File: config.mk
export PLATFORM = sky130hd
export DESIGN_NAME = ght_ctrl
export DESIGN_NICKNAME = d
export VERILOG_FILES = /design/src/rtl/ght_pkg.sv /design/src/rtl/ght_ctrl.sv
export SDC_FILE = /design/constraint.sdc
export NUM_CORES = 1
export LEC_CHECK = 0
export BUFFER_PORTS_ARGS = -buffer_cell sky130_fd_sc_hd__buf_2
export CAP_MARGIN = 20
export CORE_AREA = 2 2 39 41
export CTS_BUF_LIST = sky130_fd_sc_hd__clkbuf_16
export DETAILED_ROUTE_END_ITERATION = 6
export DIE_AREA = 0 0 41 43
export GPL_TIMING_DRIVEN = 0
export PLACE_DENSITY = 0.69
export SLEW_MARGIN = 20
export SYNTH_ARGS = -nofsm -noshare
export SYNTH_HDL_FRONTEND = slang
export SYNTH_SLANG_ARGS = --single-unit
export TNS_END_PERCENT = 100
File: constraint.sdc
create_clock -name aclk -period 1.7 [get_ports aclk]
set_clock_uncertainty 0.1 [all_clocks]
set_input_delay 0.085 -clock aclk [delete_from_list [all_inputs] [get_ports aclk]]
set_output_delay 0.085 -clock aclk [all_outputs]
set_load 0.1 [all_outputs]
File: src/rtl/ght_pkg.sv
// Shared constants, codes and controller/datapath interface types of the handle table.
`default_nettype none
package ght_pkg;

    localparam int SLOT_BITS   = 12;
    localparam int SLOTS       = 1 << SLOT_BITS;
    localparam int HANDLE_BITS = 32;
    localparam int POS_BITS    = SLOT_BITS + 1;
    localparam int GEN_BITS    = HANDLE_BITS - SLOT_BITS;
    localparam int SLOT_W      = HANDLE_BITS + POS_BITS;

    // Position with the top bit set marks a slot that holds no live entry.
    localparam logic [POS_BITS-1:0] POS_INVALID = POS_BITS'(SLOTS);

    typedef enum logic [1:0] {
        OP_ADD    = 2'd0,
        OP_REMOVE = 2'd1,
        OP_LOOKUP = 2'd2,
        OP_SPARE  = 2'd3
    } opcode_t;

    typedef enum logic [1:0] {
        ST_OK   = 2'd0,
        ST_FULL = 2'd1,
        ST_DEAD = 2'd2,
        ST_RSVD = 2'd3
    } status_t;

    // Commands from the controller, one per controller state.
    typedef struct packed {
        logic clear;
        logic load;
        logic fetch;
        logic eval;
        logic move;
        logic retire;
        logic emit;
    } ght_cmd_t;

    // Status from the datapath.
    typedef struct packed {
        logic clear_last;
        logic add_full;
        logic remove_live;
        logic out_free;
    } ght_stat_t;

endpackage : ght_pkg
`default_nettype wire

File: src/rtl/ght_ctrl.sv
// Controller state machine of the handle table.
`default_nettype none
module ght_ctrl (
    input  wire logic              aclk,
    input  wire logic              aresetn,
    input  wire logic              s_tvalid,
    output logic                   s_tready,
    input  wire ght_pkg::ght_stat_t stat,
    output ght_pkg::ght_cmd_t      cmd
);
    import ght_pkg::*;

    typedef enum logic [6:0] {
        S_CLEAR  = 7'b0000001,
        S_IDLE   = 7'b0000010,
        S_FETCH  = 7'b0000100,
        S_EVAL   = 7'b0001000,
        S_MOVE   = 7'b0010000,
        S_RETIRE = 7'b0100000,
        S_DONE   = 7'b1000000
    } state_t;

    state_t state_reg, state_next;
    logic   accept;

    assign s_tready = (state_reg == S_IDLE);
    assign accept   = s_tvalid && s_tready;

    always_comb begin
        state_next = state_reg;
        case (state_reg)
            S_CLEAR: begin
                if (stat.clear_last) begin
                    state_next = S_IDLE;
                end
            end
            S_IDLE: begin
                if (accept) begin
                    state_next = stat.add_full ? S_DONE : S_FETCH;
                end
            end
            S_FETCH:  state_next = S_EVAL;
            S_EVAL:   state_next = stat.remove_live ? S_MOVE : S_DONE;
            S_MOVE:   state_next = S_RETIRE;
            S_RETIRE: state_next = S_DONE;
            S_DONE: begin
                if (stat.out_free) begin
                    state_next = S_IDLE;
                end
            end
            default:  state_next = S_CLEAR;
        endcase
    end

    always_ff @(posedge aclk) begin
        if (!aresetn) begin
            state_reg <= S_CLEAR;
        end else begin
            state_reg <= state_next;
        end
    end

    assign cmd.clear  = (state_reg == S_CLEAR);
    assign cmd.load   = accept;
    assign cmd.fetch  = (state_reg == S_FETCH);
    assign cmd.eval   = (state_reg == S_EVAL);
    assign cmd.move   = (state_reg == S_MOVE);
    assign cmd.retire = (state_reg == S_RETIRE);
    assign cmd.emit   = (state_reg == S_DONE) && stat.out_free;

endmodule : ght_ctrl
`default_nettype wire

; After elaboration in Yosys (flattened, before gate mapping)
; Index checks and enable logic that the tools add are counted.
[word_totals]
register_bits = 7
input_bits = 7
[classes]
n_eq_ne = 10
mux = 6
reduce_logical = 3
[ops]
columns = cell, n
row1 = $pmux 7 s7, 1
row2 = $mux 7, 5
row3 = $eq 7x1->1 const B, 1
row4 = $eq 7x2->1 const B, 1
row5 = $eq 7x3->1 const B, 1
row6 = $eq 7x4->1 const B, 1
row7 = $eq 7x5->1 const B, 1
row8 = $eq 7x6->1 const B, 1
row9 = $eq 7x7->1 const B, 1
row10 = $ne 2x2->1 const B, 2
row11 = $reduce_and 3->1, 1
row12 = $logic_and 1x1->1, 2
row13 = $ne 2x1->1 const B, 1

; Depth between registers and ports, before layout
[depth]
word_depth = 4
ltp_mapped = 6
depth_no_buf = 4

; Least setup slack after synthesis
; No wires, ideal clock.
[synth_timing]
path_type = register -> output
startpoint = register state_reg[5]
endpoint = output cmd[4] (netlist bit)
t_required_ps = 1515
path_buffers = 1
arrival_time_ps = 3414
setup_slack_ps = -1899
stages_incl_launch_ff = 5
cell_sequence = dfxtp_1 > buf_4 > or4_4 > or2_1 > nor3b_1
[synth_rtl]
columns = item, line
row1 = start: declaration, ght_ctrl.sv:23  ; state_t state_reg, state_next;
row2 = start signal: assignment, ght_ctrl.sv:59  ; state_reg <= state_next;
row3 = end: declaration, ght_ctrl.sv:9  ; output ght_pkg::ght_cmd_t cmd

==> summary.md <==
| Metric | Value |
|---|---|
| Kind of start point of the critical path | `register` |
| DRT iter0 DRCs | `9` |
| CTS buffer count | `3` |
| GP Congestion | `0.7898` |
| Yosys top cell area share | `0.2467` |
| Final non-filler cell area | `0.001156 mm²` |
| Yosys warning total | `0` |
| Req. time, crit path | `1.51 ns` |
| Seq cells post-synth | `7` |
| Area Overhead vs Synth | `103.5%` |
| Post-synth EDFFs | `0` |
| Async SR Flop Fraction | `0` |
| Syn_nets | `approximately 70` |
| Initial antenna violation count | `0` |
| Max Slew Vio Count | `0` |
| Clock sinks | `7` |
| Ant. Diodes | `0` |
| Power, Total | `1.611 mW` |
| Starting density of the core | `0.4105` |
| Commonest cells in the netlist | `7 x dfxtp_1, 7 x nor3b_1, 4 x inv_1, 4 x nor3_1` |
| Total Routing Usage GR | `0.2175` |
| Post-Syn Area per Cell | `8.739 µm²` |
| Mapped Area | `568.0 µm²` |
| Sequential area share after synthesis | `0.2467` |
| P_sw | `660.5 µW` |
| Final worst path period share | `1.165` |
| Reg clk slew, reported paths | `0.04 ns` |
| WL per Instance | `16.86 µm` |
| Vias in the first global route | `roughly 560` |
| Clk network pwr share | `0.248` |
| Setup TNS | `-1.941 ns` |
| Top_reg_cell synth | `dfxtp_1` |
| Max VDD drop | `between 0.001 and 0.0015 V` |
| Ratio of cells with drive above 1 in the final layout | `0.6768` |
| WL final | `1.939 mm` |
| H-tree levels | `1` |
| Root Driver | `clkbuf_16` |
| Hold crit path type | `primary input to register` |
| Status | `complete, but fails checks` |
| Vias | `approximately 630` |
| CTS tree | `done` |
| First-pass GRT wire length | `between 2 and 3 mm` |
| Worst Setup End Kind | `primary output` |
| Flop pwr share | `0.134` |
| Worst path slowest cell | `or4_4` |
| Final min period | `1.980 ns` |
| Hold Slack | `slightly above 0.03 ns` |
| Worst rel slew slack | `0.7057` |
| I/O pin count | `15` |
| Failing checks | `negative setup slack` |
| Filler Cell Count | `slightly below 80` |
| GR Overflow Total | `0` |
| P_leak | `0.4646 nW` |
| Die area | `between 0.0015 and 0.002 mm²` |
| # DRC | `0` |
| Top cells by area, synth | `dfxtp_1 25%, nor3b_1 9.3%, nor4b_4 4.2%` |
| Switching share of power | `0.4100` |
| Crit path DAT | `1.79 ns` |
| Floorplan row count | `14` |
| CP Class | `register to primary output` |
| FMAX | `505.1 MHz` |
| Port buffer count | `14` |
| Die Height | `43 µm` |
| FF-to-FF path depth | `5` |
| Remaining antenna violation count | `0` |
| RSZ-0062 raised after global routing | `true` |
| Maximum clock path buffer count | `2` |
| Final WS setup | `-0.2800 ns` |
| Endpoints failing hold | `0` |
| Worst slew pin tran | `0.4395 ns` |
| Max reg flops | `7` |
| Pwr/cell area | `1393 mW/mm²` |
| Worst-Skew Late Latency | `0.23 ns` |
| Total of max-cap violations | `0` |
| Worst Path Max Fanout | `3` |
| HPWL Detailed | `just over 900 µm` |
| Internal power | `950.4 µW` |
| Hold-critical path depth | `2` |
| DP Area | `719.4 µm²` |
| Vias/cell | `roughly 5.5` |
| Combinational share of power | `0.618` |
| Synth area leader | `dfxtp_1` |
| Distinct cells, synth | `35` |
| Largest net degree at the start of global routing | `11` |
| Critical-path cell list | `buf_6 -> or2_1 -> or4_4 -> nor3b_4 -> buf_12` |
| Cells after Synth | `65` |
| DRT Pass-1 Iters | `4` |
| # nets final | `107` |
| Final setup fails | `15` |
| Core area | `0.001384 mm²` |
| Slowest stage delay, CP | `~0.47 ns` |
| Die W | `41 µm` |
[cells in the final DEF (no fill, tap or decap), types with 2 or more instances in the layout]
master,Yosys,final
buf_4,2,13
buf_2,3,8
buf_12,0,8
buf_6,2,6
nor3b_4,0,4
inv_1,4,4
dfxtp_1,7,4
clkbuf_16,0,3
nor3_4,0,2
or4_4,1,2
nor3b_1,7,2
a21oi_1,2,2
o21ai_0,3,2
xnor2_1,2,2
nand2_1,3,2
dlygate4sd3_1,0,2
dfxtp_2,0,2
[per-layer routing]
metal,GRT usage,part of all wire
met1,0.2597,0.41
met2,0.3594,0.53
met3,0.07853,0.042
met4,0.04000,0.016
met5,0,0
[critical path: cells and delay by family (launching register included)]
kind | cells | cell delay [ns]
simple gates | 3 | 0.94
flops | 1 | 0.32
buf+inv | 2 | 0.31
[cell type report]
type | instances | area (µm²) | area share
clock buffers | 3 | 75.07 | 0.06493
flip-flops and latches | 7 | 146.4 | 0.1266
clock inverters | 1 | 3.754 | 0.003247
plain buffers | 6 | 55.05 | 0.04762
multi-input cells | 46 | 491.7 | 0.4253
repair buffers | 32 | 345.3 | 0.2987
inverters | 4 | 18.77 | 0.01623
well taps | 16 | 20.02 | 0.01732
[metrics by stage]
step                      instances  utilization  setup slack, ns
after floorplan                  65            -          -0.7912
after global placement           95       0.5199          -0.3370
after detailed placement         95       0.5199          -0.3522
after CTS                       110       0.7432          -0.3394
after global routing            115       0.8354          -0.3340
final                           115       0.8354          -0.2800
[cells by family after synthesis]
family                 Yosys count  share of synthesized area
AO/OA/AOI/OAI                   10                     0.1256
XOR/XNOR                         3                    0.04626
buffers and inverters           12                     0.1453
flip-flops                       7                     0.2467
multiplexers                     1                    0.01762
AND/OR/NAND/NOR                 32                     0.4185
[timing repair]
action	CTS	global route
cloned	0	0
buffers inserted	9	7
pin swaps	9	12
hold buffers	2	0
endpoints found under the hold margin	2	0
resized for setup	33	27
setup endpoints to repair	13	15
[power by group through the flow]
stage          clock network, mW  logic (mW)  registers [mW]
4_1_cts                    0.398       0.830           0.209
2_1_floorplan                  0       0.605           0.208
5_1_grt                    0.413        1.06           0.219
3_3_place_gp                   0       0.684           0.212
6_report                   0.400       0.996           0.215
3_5_place_dp                   0       0.692           0.211
[worst paths after layout]
path,from,slack [ns],endpoint
hold reg to reg,state_reg[5]$_SDFFE_PN0P_,0.54,state_reg[5]$_SDFFE_PN0P_
setup reg to reg,state_reg[4]$_SDFFE_PN0P_,-0.09,state_reg[4]$_SDFFE_PN0P_
hold / removal,aresetn,0.03,state_reg[0]$_SDFFE_PN1P_
setup / recovery,state_reg[0]$_SDFFE_PN1P_,-0.28,cmd[1]
No activity file was read; power rests on OpenSTA's default activity.
